`config.mk`:
```
export PLATFORM = sky130hd
export DESIGN_NAME = lsit_alu
export DESIGN_NICKNAME = d
export VERILOG_FILES = /design/src/sv/lsit_pkg.sv /design/src/sv/lsit_alu.sv
export SDC_FILE = /design/constraint.sdc
export NUM_CORES = 1
export LEC_CHECK = 0
export BUFFER_PORTS_ARGS = -buffer_cell sky130_fd_sc_hd__buf_4
export CORE_UTILIZATION = 51
export DETAILED_ROUTE_END_ITERATION = 7
export PLACE_DENSITY = 0.95
export SLEW_MARGIN = 20
export SYNTH_ARGS = -nofsm -noshare
export SYNTH_HDL_FRONTEND = slang
export SYNTH_SLANG_ARGS = --single-unit
```
`constraint.sdc`:
```
create_clock -name vclk -period 2.9
set_clock_uncertainty 0.2 [all_clocks]
set_input_delay 0.145 -clock vclk [all_inputs]
set_output_delay 0.145 -clock vclk [all_outputs]
set_load 0.03 [all_outputs]
```
`src/sv/lsit_pkg.sv`:
```
// ----------------------------------------------------------------------------
// lsit_pkg
// Shared constants, command codes and types of the line start index table.
// ----------------------------------------------------------------------------
package lsit_pkg;

    localparam int MAX_ENTRIES_DEF = 1024;
    localparam int OFFSET_BITS_DEF = 21;

    localparam int CMD_W   = 2;
    localparam int BYTE_W  = 8;
    localparam int POS_W   = 21;
    localparam int DELTA_W = 21;
    localparam int IDX_W   = 10;
    localparam int START_W = 21;
    localparam int TOTAL_W = 11;
    localparam int ALU_W   = 32;

    localparam logic [CMD_W-1:0] CMD_BEGIN = 2'd0;
    localparam logic [CMD_W-1:0] CMD_SCAN  = 2'd1;
    localparam logic [CMD_W-1:0] CMD_SHIFT = 2'd2;
    localparam logic [CMD_W-1:0] CMD_READ  = 2'd3;

    localparam logic [BYTE_W-1:0] NEWLINE_BYTE = 8'd10;

    typedef struct packed {
        logic [ALU_W-1:0]          value;
        logic [POS_W-1:0]          pos;
        logic signed [DELTA_W-1:0] delta;
    } t_alu_req;

    typedef struct packed {
        logic             move;
        logic [ALU_W-1:0] sum;
    } t_alu_rsp;

endpackage

```
`src/sv/lsit_alu.sv`:
```
// ----------------------------------------------------------------------------
// lsit_alu
// Shift unit: compares one stored start against the edit position and adds
// the sign-extended delta.
// ----------------------------------------------------------------------------
module lsit_alu (
    input  lsit_pkg::t_alu_req i_req,
    output lsit_pkg::t_alu_rsp o_rsp
);

    logic [lsit_pkg::ALU_W-1:0] pos_ext;
    logic [lsit_pkg::ALU_W-1:0] delta_ext;

    assign pos_ext   = lsit_pkg::ALU_W'(i_req.pos);
    assign delta_ext = lsit_pkg::ALU_W'(signed'(i_req.delta));

    assign o_rsp.move = (i_req.value > pos_ext);
    assign o_rsp.sum  = i_req.value + delta_ext;

endmodule

```
==> flow_results.org <==
** Status
- Result of the run :: finished, final reports clean

** Worst setup path
- STA classifies the critical path endpoint as an output pin.
- Data on the critical path arrives at its endpoint at 2.39 ns.
- Of all nets on the critical path, the largest fanout is 3.
- The setup path with the least slack is of type input port to output pin.
- Worst setup path startpoint :: i_req[0]
- Critical Path Start Type :: input port
- Data required, critical path :: 2.56 ns

** GRT
- Number of antenna violations at the first check in global routing :: 0
- After global routing, the most crowded layer is met2.
- The number of global-route vias before repair came to 2893.
- Total gr overflow :: 0
- For this run, global-route usage on met1 was measured as 38.2%.
- The first global-routing pass estimated 12300 um of wire.
- Global routing used 29.4% of the available tracks.
- Entering global routing, the biggest net connects 13 pins.
- GR Util met2 :: 53.9%
- Global-route met3 utilization :: 0.866%

** Yosys
- Unique masters post-synth :: 50
- Share of the synthesized area in the top cell type :: 27.3%
- Synthesis produced a netlist whose cell count is 342.
- The number of nets in the synthesized netlist is 469.
- Area contributors post-synth :: sky130_fd_sc_hd__ha_1 (27%), sky130_fd_sc_hd__a21oi_1 (7.3%), sky130_fd_sc_hd__xnor2_1 (5.9%)
- The synthesized netlist devotes 22.5% of its cell area to simple gates.
- Synthesized-area fraction occupied by ao, oa, aoi and oai cells :: 32.0%
- The largest total area in the synthesized netlist belongs to sky130_fd_sc_hd__ha_1.
- Cell area after synthesis :: 0.00238 mm2
- After Yosys synthesis, full adders, half adders and majority gates account for 28.1% of the synthesized area.
- In the synthesized netlist, mux cells make up 0.420% of the area.
- After synthesis, flip-flops and latches occupy 0% of the total area.
- Post-synthesis area per instance :: 6.97 um2
- Summing the areas of all xor and xnor instances in the mapped netlist gives 10.7% of the synthesized area.
- Yosys warns :: 0
- By area, the combinational part of the netlist is dominated by compound AO/OA/AOI/OAI gates.

** Die
- Measured along the y axis, the die boundary spans 70.4 um.
- Die X :: 70.4 um
- 107 I/O pins were placed.
- Initial Util :: 54.0%
- Core Rows :: 24
- Placeable Area :: 0.00441 mm2
- Die area :: 0.00495 mm2

** Pwr
- Leakage power :: 0.00163 uW
- Fraction of power spent switching nets :: 59.2%
- Sequential cells burn 0% of the power.
- The internal power of the cells totals 394 uW.
- Peak supply drop :: 158 uV
- Portion of total power attributed to the clock network :: 0%
- Of the total power, combinational logic draws 100.0%.
- NetSw :: 572 uW
- Dividing total power by cell area gives a power density of 301 mW/mm2.

** Final layout
- Relative to the synthesized area, the layout overhead comes to 34.8%.
- Seq Cell Count :: 0
- Layout net count :: 569
- Leaving out filler cells and counting taps, the final layout contains 492.
- Fraction of final layout cells sized beyond drive strength 1 :: 27.3%
- Once layout is complete, the utilization of the core stands at 72.8%.
- The repair_antennas step left the layout with diodes totalling 0.
- Layout Cell Area excl Fill :: 0.00321 mm2
- In the final layout, flip-flops and latches occupy 0 um2.
- After layout, the clock buffer instance count stands at 0.

** Routing
- DRC :: 0
- Dividing the detail-routed wire length by the instance count gives 15.1 um.
- Summed over all layers, the routed wires come to 7440 um.
- The first detailed-routing pass ran for 4 iterations.
- Via Count :: 2946
- Via-per-instance ratio :: 5.99
- The first routing iteration left 116 violations.
- Post-route antenna net violation count :: 0

** CTS
- Once the clock tree was built, the resizer swapped 0 gates to a different size.
- Setup bufs post-CTS :: 0
- Post-CTS Hold Fix Bufs :: 0

** STA
- Derived from the worst setup path, the maximum achievable clock frequency is 366 MHz.
- The routed design could run at a clock period as short as 2.73 ns.
- Setup repair after global routing left no endpoint under its margin.
- Setup violations remaining at the end of the flow were counted as 0.
- Normalized max-slew margin :: 68.5%
- Final max-slew violation count :: 0
- Worst Max-Slew Pin Slew :: 0.468 ns
- Hold slack final :: 0.432 ns
- Number of hold-slack violations in the final timing report :: 0
- Summed over all failing endpoints, the final setup total negative slack is 0 ns.
- Of the available clock period, the critical path in the final layout requires 94.2%.

** Place
- Routability-driven placement finished with a final weighted congestion of 0.909.
- The placed instances occupy a cell area of 0.00320 mm2.
- Buffers added on ports :: 107
- Half-perimeter wire length after placement :: 6480 um
- After detailed placement, the design holds a cell count of 492.

** Worst hold path
- Worst hold path class :: input port to output pin
- The startpoint identified for the worst hold timing path is i_req[0].

** Flow run
- Across the run, the number of max-cap violations was 0.
-- final timing paths --
| kind | endpoint | slack [ns] | depth (start not counted) |
|---|---|---|---|
| max | o_rsp[30] | 0.17 | 11 |
| min | o_rsp[0] | 0.43 | 3 |
-- metrics by stage --
step / setup slack (ns) / power [uW]
floorplan: 0.157 / 626
global placement: 0.204 / 933
detailed placement: 0.168 / 953
CTS: 0.156 / 956
global route: 0.0267 / 1040
finish: 0.169 / 966
-- synth_stat cells (2+ instances only) --
cell type	instances
sky130_fd_sc_hd__o21ai_2	2
sky130_fd_sc_hd__buf_4	2
sky130_fd_sc_hd__buf_2	3
sky130_fd_sc_hd__inv_1	25
sky130_fd_sc_hd__nand2b_1	4
sky130_fd_sc_hd__nand2_1	28
sky130_fd_sc_hd__o21bai_1	5
sky130_fd_sc_hd__ha_1	52
sky130_fd_sc_hd__nor2_1	24
sky130_fd_sc_hd__nor2b_1	7
sky130_fd_sc_hd__xnor2_1	16
sky130_fd_sc_hd__and3_1	3
sky130_fd_sc_hd__nor3_1	12
sky130_fd_sc_hd__a21oi_2	2
sky130_fd_sc_hd__a211oi_1	5
sky130_fd_sc_hd__a21oi_1	35
sky130_fd_sc_hd__a31oi_1	3
sky130_fd_sc_hd__nand3_1	14
sky130_fd_sc_hd__nor4_1	3
sky130_fd_sc_hd__and2_1	3
sky130_fd_sc_hd__nand4_1	9
sky130_fd_sc_hd__xor2_1	13
sky130_fd_sc_hd__a21o_1	13
sky130_fd_sc_hd__o211ai_1	5
sky130_fd_sc_hd__o21ai_0	8
sky130_fd_sc_hd__a41o_1	2
sky130_fd_sc_hd__clkbuf_1	4
sky130_fd_sc_hd__o21ai_1	17
sky130_fd_sc_hd__or3_1	2
-- logic make-up after synthesis --
| family | after synthesis |
|---|---|
| AOI/OAI and AO/OA | 113 |
| adders and majority gates | 53 |
| xor gates and xnor gates | 29 |
| and+or+nand+nor | 111 |
| buffers and inverters | 35 |
| muxes | 1 |
-- cell usage in the layout, fill, tap and decap left out, types with 2 or more instances in the layout --
cell                       netlist  layout
sky130_fd_sc_hd__nand2b_1        4       4
sky130_fd_sc_hd__o21ai_1        17      17
sky130_fd_sc_hd__a21o_1         13      13
sky130_fd_sc_hd__a31oi_1         3       3
sky130_fd_sc_hd__nor3_1         12      12
sky130_fd_sc_hd__and3_1          3       3
sky130_fd_sc_hd__xnor2_1        16      16
sky130_fd_sc_hd__and2_1          3       3
sky130_fd_sc_hd__o21bai_1        5       5
sky130_fd_sc_hd__a21oi_1        35      35
sky130_fd_sc_hd__buf_4           2     108
sky130_fd_sc_hd__xor2_1         13      13
sky130_fd_sc_hd__a41o_1          2       2
sky130_fd_sc_hd__o211ai_1        5       5
sky130_fd_sc_hd__nor2b_1         7       7
sky130_fd_sc_hd__or3_1           2       2
sky130_fd_sc_hd__a21oi_2         2       2
sky130_fd_sc_hd__a211oi_1        5       5
sky130_fd_sc_hd__nor2_1         24      24
sky130_fd_sc_hd__nand3_1        14      14
sky130_fd_sc_hd__inv_1          25      25
sky130_fd_sc_hd__o21ai_0         8       8
sky130_fd_sc_hd__nand2_1        28      28
sky130_fd_sc_hd__o21ai_2         2       2
sky130_fd_sc_hd__nor4_1          3       3
sky130_fd_sc_hd__nand4_1         9       9
sky130_fd_sc_hd__ha_1           52      51
-- critical path, stage by stage --
cell                       delay, ns
sky130_fd_sc_hd__buf_4          0.11
sky130_fd_sc_hd__ha_1           0.23
sky130_fd_sc_hd__fa_1           0.42
sky130_fd_sc_hd__a21oi_1        0.23
sky130_fd_sc_hd__o22ai_1        0.15
sky130_fd_sc_hd__o211ai_1       0.19
sky130_fd_sc_hd__nand3_1        0.15
sky130_fd_sc_hd__nor3_4         0.29
sky130_fd_sc_hd__o41ai_2        0.12
sky130_fd_sc_hd__xor2_1         0.17
sky130_fd_sc_hd__buf_4          0.18
-- layout make-up --
| cell class | count | area [um2] |
|---|---|---|
| Fill cell | 364 | 1200 |
| Inverter | 25 | 93.8 |
| Multi-Input combinational cell | 307 | 2240 |
| Tap cell | 52 | 65.1 |
| Timing Repair Buffer | 108 | 811 |
-- layer usage --
layer	vias up	share of wire, %
li1	1467	-
met1	1352	43
met2	113	49
met3	14	5.9
met4	0	1.6
met5	-	0
-- power by group through the flow --
stage          Clock, uW  Sequential (uW)  Combinational (uW)
2_1_floorplan          0                0                 626
3_3_place_gp           0                0                 933
3_5_place_dp           0                0                 953
4_1_cts                0                0                 956
5_1_grt                0                0                1040
6_report               0                0                 966
Power figures use the tool's default switching activity.
