### src/sv/lsit_ram.sv
// ----------------------------------------------------------------------------
// lsit_ram
// Generic simple dual-port RAM: one write port, one registered read port.
// ----------------------------------------------------------------------------
module lsit_ram #(
    parameter int WIDTH = 8,
    parameter int DEPTH = 2,
    parameter int AW    = (DEPTH > 1) ? $clog2(DEPTH) : 1
) (
    input  logic             i_clk,
    input  logic             i_we,
    input  logic [AW-1:0]    i_waddr,
    input  logic [WIDTH-1:0] i_wdata,
    input  logic [AW-1:0]    i_raddr,
    output logic [WIDTH-1:0] o_rdata
);

    logic [WIDTH-1:0] r_mem [DEPTH];
    logic [WIDTH-1:0] r_rdata;

    always_ff @(posedge i_clk) begin
        if (i_we) begin
            r_mem[i_waddr] <= i_wdata;
        end
        r_rdata <= r_mem[i_raddr];
    end

    assign o_rdata = r_rdata;

endmodule

### config.mk
export PLATFORM = sky130hd
export DESIGN_NAME = lsit_ram
export DESIGN_NICKNAME = d
export VERILOG_FILES = /design/src/sv/lsit_ram.sv
export SDC_FILE = /design/constraint.sdc
export NUM_CORES = 1
export LEC_CHECK = 0
export BUFFER_PORTS_ARGS = -buffer_cell sky130_fd_sc_hd__buf_4
export CAP_MARGIN = 20
export CORE_ASPECT_RATIO = 1.1
export CORE_MARGIN = 3
export CORE_UTILIZATION = 48
export DETAILED_ROUTE_END_ITERATION = 8
export GPL_TIMING_DRIVEN = 0
export PLACE_DENSITY = 0.76
export SYNTH_ARGS = -nofsm -noshare
export SYNTH_HDL_FRONTEND = slang
export SYNTH_SLANG_ARGS = --single-unit
### constraint.sdc
create_clock -name i_clk -period 1.32 [get_ports i_clk]
set_input_delay 0.396 -clock i_clk [delete_from_list [all_inputs] [get_ports i_clk]]
set_output_delay 0.396 -clock i_clk [all_outputs]
set_load 0.01 [all_outputs]
==> key figures, run 1 <==
Run status
  – Run status: complete, no violations

Detailed routing
  – Number of remaining DRC errors: 0
  – Antenna viol nets, final: 0
  – Via count: 356
  – Starting DRT DRC Count: 7
  – Final wirelength: 978 um
  – Pre-antenna DRT Iters: 2
  – WL/cell: 13.4 um
  – Number of vias per cell: 4.88

STA
  – Slew Limit Fails: 0
  – Worst rel slew slack: 53.0%
  – Worst-margin pin slew: 0.703 ns
  – Setup Viol. Count Final: 0
  – Worst clock skew: 0.00900 ns
  – Tmin final: 1.17 ns
  – Final hold vios: 0
  – RSZ-0062 raised after global routing: no
  – Final worst-path cycle share: 88.4%
  – Max Freq: 857 MHz
  – Hold slack: 0.264 ns

CTS
  – Clock slew at reported path FFs: 0.12 ns
  – CTS tree: yes
  – Clock Sinks: 24
  – Cells resized by post-CTS repair: 0
  – Hold-fix buffers at CTS: 0
  – Root Buffer Master: clkbuf_4
  – TritonCTS Buffers: 3
  – Clock Latency Late Sink: 0.30 ns
  – Post-CTS setup buffer count: 0
  – H-tree levels: 1
  – Max Root-Sink Buffers: 2

Job
  – MaxCap Viol Count: 0

Floorplan
  – Die area: 2160 um^2
  – Ports: 20
  – Std-Cell Core Area: 1450 um^2
  – Die height: 48.4 um
  – Site row count: 14
  – Width of the die: 44.5 um
  – Initial Utilization: 54.0%

GRT
  – Initial antenna violation count: 0
  – Total GRT Usage: 11.0%
  – Vias in the first global route: 401
  – Pin count of the biggest net entering global routing: 14
  – GR Overflow Total: 0
  – Global-route wire length before repair: 1680 um

Synth
  – Cells after Synth: 35
  – Seq/Total Area, Yosys: 81.7%
  – Synth Register Bits: 24
  – Syn Nets: 47
  – Mapped Avg Cell Area: 22.4 um^2
  – Post-synthesis instance area: 785 um^2
  – Yosys warns: 0
  – Synth unique cells: 6

Pwr
  – Power Dens Cells: 1350 nW/um^2
  – Switching Fraction: 19.5%
  – Clk pwr share: 23.3%
  – Cell-internal power: 1.05 mW
  – P_sw: 0.255 mW
  – Comb power frac: 9.7%
  – Peak VDD IR: 0.959 mV
  – Leak Pwr: 0.396 nW
  – Sequential power share: 67.0%

Critical path
  – Reg-to-Reg Start: r_mem[0][0]$_DFFE_PP_
  – Max incr delay on CP: 0.33 ns
  – CP Data Required Time: 0.92 ns
  – WP buf/inv: 1
  – Crit Path Category: reg2out
  – CP endpoint kind: primary output
  – CP max FO: 1
  – Setup crit start: o_rdata[4]$_DFF_P_
  – CP Launch Type: flip-flop
  – Critical path's top delay family: flip-flops
  – Crit path DAT: 0.77 ns
  – Worst-path cell chain: buf_4
  – R2r setup slk: 0.56 ns
  – CP max stage cell: dfxtp_1

Final layout
  – # nets final: 70
  – Share of cells above drive strength 1: 52.6%
  – Area Growth Syn to Fin: 23.1%
  – Finished Cell Area: 966 um^2
  – Diodes inserted: 0

Worst hold path
  – Worst Min Path Start: i_wdata[3]
  – Worst hold path type: in2reg

Placement
  – RD Place Congestion: 0.666
  – Port Buffer Count: 18
  – Dpl cell area: 940 um^2
## sequential cells by signal (all words and copies together), names as in the netlist
signal and flops:
o_rdata 8, r_mem 16
## cells by family after synthesis
group / Yosys count / share of synthesized area (%)
buf+inv: 1 / 1.44
simple gates: 2 / 1.60
flops: 24 / 81.7
mux: 8 / 15.3
## metrics by stage
step                      power [mW]  setup slack [ns]  TNS [ns]  cells  util [%]
after CTS                       1.32             0.143         0     73      66.4
final                           1.31             0.153         0     73      66.4
after floorplan                0.953             0.131         0     35         -
after detailed placement        1.02            -0.146     -1.16     69      64.6
after global routing            1.37             0.101         0     73      66.4
after global placement          1.02           -0.0722    -0.576     69      64.6
## final cells by class
cell class | count | area [um^2]
Tap cell | 16 | 20.0
Clock buffer | 3 | 22.5
Clock inverter | 1 | 3.75
Fill cell | 99 | 488
Timing Repair Buffer | 18 | 135
Sequential cell | 24 | 641
Multi-Input combinational cell | 10 | 133
Buffer | 1 | 11.3
## cells in the final DEF (no fill, tap or decap), drive strengths merged
cell,n
edfxtp,16
dfxtp,8
mux2,8
nor2b,1
and2,1
clkbuf,3
clkinv,1
buf,19
## power groups by stage
stage               clock, mW  combinational [mW]  sequential (mW)
global route            0.355               0.137            0.881
detailed placement          0               0.130            0.894
floorplan                   0              0.0517            0.902
global placement            0               0.125            0.890
CTS                     0.309               0.129            0.877
finish                  0.305               0.127            0.876
## final timing paths
kind	to	cells after the start
min reg2reg	o_rdata[0]$_DFF_P_	1
max	o_rdata[4]	1
min	r_mem[0][3]$_DFFE_PP_	1
max reg2reg	o_rdata[0]$_DFF_P_	1
## routing by layer
metal | GRT usage, % | vias up | share of wire [%]
li1 | - | 173 | -
met1 | 11.5 | 162 | 33
met2 | 18.4 | 17 | 55
met3 | 3.70 | 4 | 8.8
met4 | 6.03 | 0 | 2.5
met5 | 0 | - | 0
## synthesized netlist by cell type
library cell | instances | area [um^2]
edfxtp_1 | 16 | 480
dfxtp_1 | 8 | 160
mux2_4 | 8 | 120
and2_1 | 1 | 6.26
buf_6 | 1 | 11.3
nor2b_1 | 1 | 6.26
No activity file was read; power rests on OpenSTA's default activity.
==> run 2, diff against run 1 <==
- ABC_AREA: not set -> 1
- PLACE_DENSITY: 0.76 -> not set
- PLACE_DENSITY_LB_ADDON: not set -> 0.3
==> run 2 against run 1 <==
Clock power shrank 3%; critical path depth is the same; sequential share of layout area is 1.9 points higher; global-route usage grew 0.61 points; largest power group unchanged; critical path type unchanged; utilization shrank 1.1 points; critical endpoint is now o_rdata[2]; setup slack improved by 0.015 ns; synthesized cell count rose by 54%; largest cell class unchanged; worst hold slack improved by 0.0037 ns; clock skew decreased by 0.0084 ns; die area shrank 2.6%.
==> key figures, run 2 <==
Run status
  – Run status: complete, no violations

Synth
  – Seq/Total Area, Yosys: 84.2% (+2.6 points)
  – Ys flop type: edfxtp_1
  – Syn Nets: 66 (+40%)
  – Cells after Synth: 54 (+54%)
  – Ys async rst share: 0% (unchanged)
  – Number of flops mapped to enable cells by yosys: 16 (unchanged)
  – Top cell type's share of synthesized area: 63.2% (+1.9 points)
  – Mapped Avg Cell Area: 14.1 um^2 (-37%)
  – Most common library cells after synthesis: 25 x nand2_1, 16 x edfxtp_1, 8 x dfxtp_1
  – Synth Register Bits: 24 (unchanged)
  – Post-synthesis instance area: 761 um^2 (-3.0%)
  – Ranking of synthesized cells by area: edfxtp_1 63%, dfxtp_1 21%, nand2_1 12%
  – Cell taking the most area after synthesis: edfxtp_1
  – Synth unique cells: 7 (+1)
  – Count leader, synth: nand2_1
  – Yosys warns: 0 (unchanged)

Floorplan
  – Site row count: 14 (unchanged)
  – Ports: 20 (unchanged)
  – Std-Cell Core Area: 1440 um^2 (-1.2%)
  – Initial Utilization: 53.0% (-1.0 points)
  – Die height: 47.8 um (-1.3%)
  – Die area: 2100 um^2 (-2.6%)
  – Width of the die: 44.0 um (-1.3%)

STA
  – Hold slack: 0.268 ns (+0.00370 ns)
  – Setup TNS: 0 ns (unchanged)
  – Slew Limit Fails: 0 (unchanged)
  – Final worst-path cycle share: 87.2% (-1.2 points)
  – Worst rel slew slack: 55.8% (+2.8 points)
  – RSZ-0062 raised after global routing: no
  – Final WS setup: 0.169 ns (+0.0154 ns)
  – Tmin final: 1.15 ns (-0.0154 ns)
  – Setup Viol. Count Final: 0 (unchanged)
  – Final hold vios: 0 (unchanged)
  – Worst clock skew: 0.000574 ns (-0.00843 ns)
  – Max Freq: 869 MHz (+1.3%)
  – Worst-margin pin slew: 0.660 ns (-0.0428 ns)

Final layout
  – Final non-filler cell total: 91 (+25%)
  – Finished Cell Area: 938 um^2 (-2.8%)
  – Diodes inserted: 0 (unchanged)
  – Max reg flops: 16 (unchanged)
  – Most frequent cells in the layout: 25 x nand2_1, 18 x buf_4, 16 x edfxtp_1
  – Share of cells above drive strength 1: 30.7% (-22 points)
  – Area Growth Syn to Fin: 23.4%
  – # nets final: 89 (+27%)
  – Biggest register: r_mem
  – Number of fill cells in the layout: 114 (+15%)
  – Commonest non-fill, non-tap cell in the layout: nand2_1
  – Final design utilization: 65.3% (-1.1 points)

CTS
  – Max Root-Sink Buffers: 2 (unchanged)
  – TritonCTS Buffers: 3 (unchanged)
  – Clock Sinks: 24 (unchanged)
  – Cells resized by post-CTS repair: 0 (unchanged)
  – Clock slew at reported path FFs: 0.11 ns (about the same)
  – Root Buffer Master: clkbuf_4
  – Clock Latency Late Sink: 0.30 ns (about the same)
  – H-tree levels: 1 (unchanged)
  – CTS tree: yes
  – Hold-fix buffers at CTS: 0 (unchanged)
  – Post-CTS setup buffer count: 0 (unchanged)

Detailed routing
  – Starting DRT DRC Count: 12 (+5)
  – Pre-antenna DRT Iters: 3 (+1)
  – Final wirelength: 1050 um (+7.1%)
  – Number of vias per cell: 4.80 (-1.5%)
  – Antenna viol nets, final: 0 (unchanged)
  – WL/cell: 11.5 um (-14%)
  – Via count: 437 (+23%)
  – Number of remaining DRC errors: 0 (unchanged)

Critical path
  – WP buf/inv: 1 (unchanged)
  – CP max stage cell: dfxtp_1
  – Crit path DAT: 0.76 ns (about the same)
  – Critical path's top delay family: flip-flops
  – CP max FO: 1 (unchanged)
  – Max incr delay on CP: 0.32 ns (about the same)
  – CP Data Required Time: 0.92 ns (about the same)
  – Worst-path cell chain: buf_4
  – Crit Path Category: reg2out
  – CP endpoint kind: primary output
  – CP Launch Type: flip-flop

Job
  – MaxCap Viol Count: 0 (unchanged)

GRT
  – GR Overflow Total: 0 (unchanged)
  – Total GRT Usage: 11.6% (+0.61 points)
  – Global-route wire length before repair: 1620 um (-3.7%)
  – Initial antenna violation count: 0 (unchanged)
  – Pin count of the biggest net entering global routing: 13 (-1)
  – Vias in the first global route: 422 (+5.2%)

Placement
  – Post-DP HPWL: 717 um
  – Dpl cell area: 916 um^2 (-2.5%)
  – Pre-CTS setup slack: -0.108 ns (+0.0378 ns)
  – Port Buffer Count: 18 (unchanged)
  – Cell count after placement: 88 (+28%)
  – RD Place Congestion: 0.624 (-6.3%)

Pwr
  – Leak Pwr: 0.417 nW (+5.2%)
  – Peak VDD IR: 0.844 mV (-12%)
  – Total power: 1.28 mW (-2.1%)
  – Power Dens Cells: 1360 nW/um^2 (+0.79%)

Worst hold path
  – Worst hold path type: in2reg
-- run 2: changes by cell type after synthesis, sizes merged --
cell / previous run / this run
inv: 0 / 3
and2: 1 / 0
nand2: 0 / 25
nor2: 0 / 1
mux2: 8 / 0
nor2b: 1 / 0
-- run 2: logic make-up after synthesis --
| logic type | Yosys count | synth area share (%) |
|---|---|---|
| buf+inv | 4 | 2.96 |
| flops | 24 | 84.2 |
| simple gates | 26 | 12.8 |
-- run 2: worst paths after layout --
kind                    startpoint                    end  slack (ns)  depth (start not counted)
min reg2reg  r_mem[0][3]$_DFFE_PP_     o_rdata[3]$_DFF_P_        0.45                          2
min                     i_wdata[4]  r_mem[0][4]$_DFFE_PP_        0.27                          1
max reg2reg  r_mem[0][7]$_DFFE_PP_     o_rdata[7]$_DFF_P_        0.72                          2
max             o_rdata[2]$_DFF_P_             o_rdata[2]        0.17                          1
-- run 2: where the power goes --
| part | switching, mW | leakage (nW) | internal [mW] |
|---|---|---|---|
| Sequential | 0.0129 | 0.218 | 0.860 |
| Clock | 0.190 | 0.0138 | 0.107 |
| Combinational | 0.0539 | 0.185 | 0.0578 |
| Total | 0.256 | 0.417 | 1.02 |
-- run 2: routing by layer --
metal / wire, um / track usage, % / up-vias
li1: - / - / 217
met1: 392 / 10.4 / 201
met2: 552 / 21.8 / 14
met3: 67 / 3.38 / 5
met4: 34 / 9.04 / 0
met5: 0 / 0 / -
-- run 2: layout make-up --
cell class | count | area [um^2] | area share (%)
multi-input combinational | 26 | 97.6 | 10.4
tap | 16 | 20.0 | 2.13
buffer | 1 | 11.3 | 1.20
inverter | 3 | 11.3 | 1.20
sequential | 24 | 641 | 68.3
clock buffer | 3 | 22.5 | 2.40
timing repair buffer | 18 | 135 | 14.4
-- run 2: worst register-to-register path, delay by kind of cell, from the launching register on --
family / cells / cell delay [ns]
simple gates: 2 / 0.12
flops: 1 / 0.39
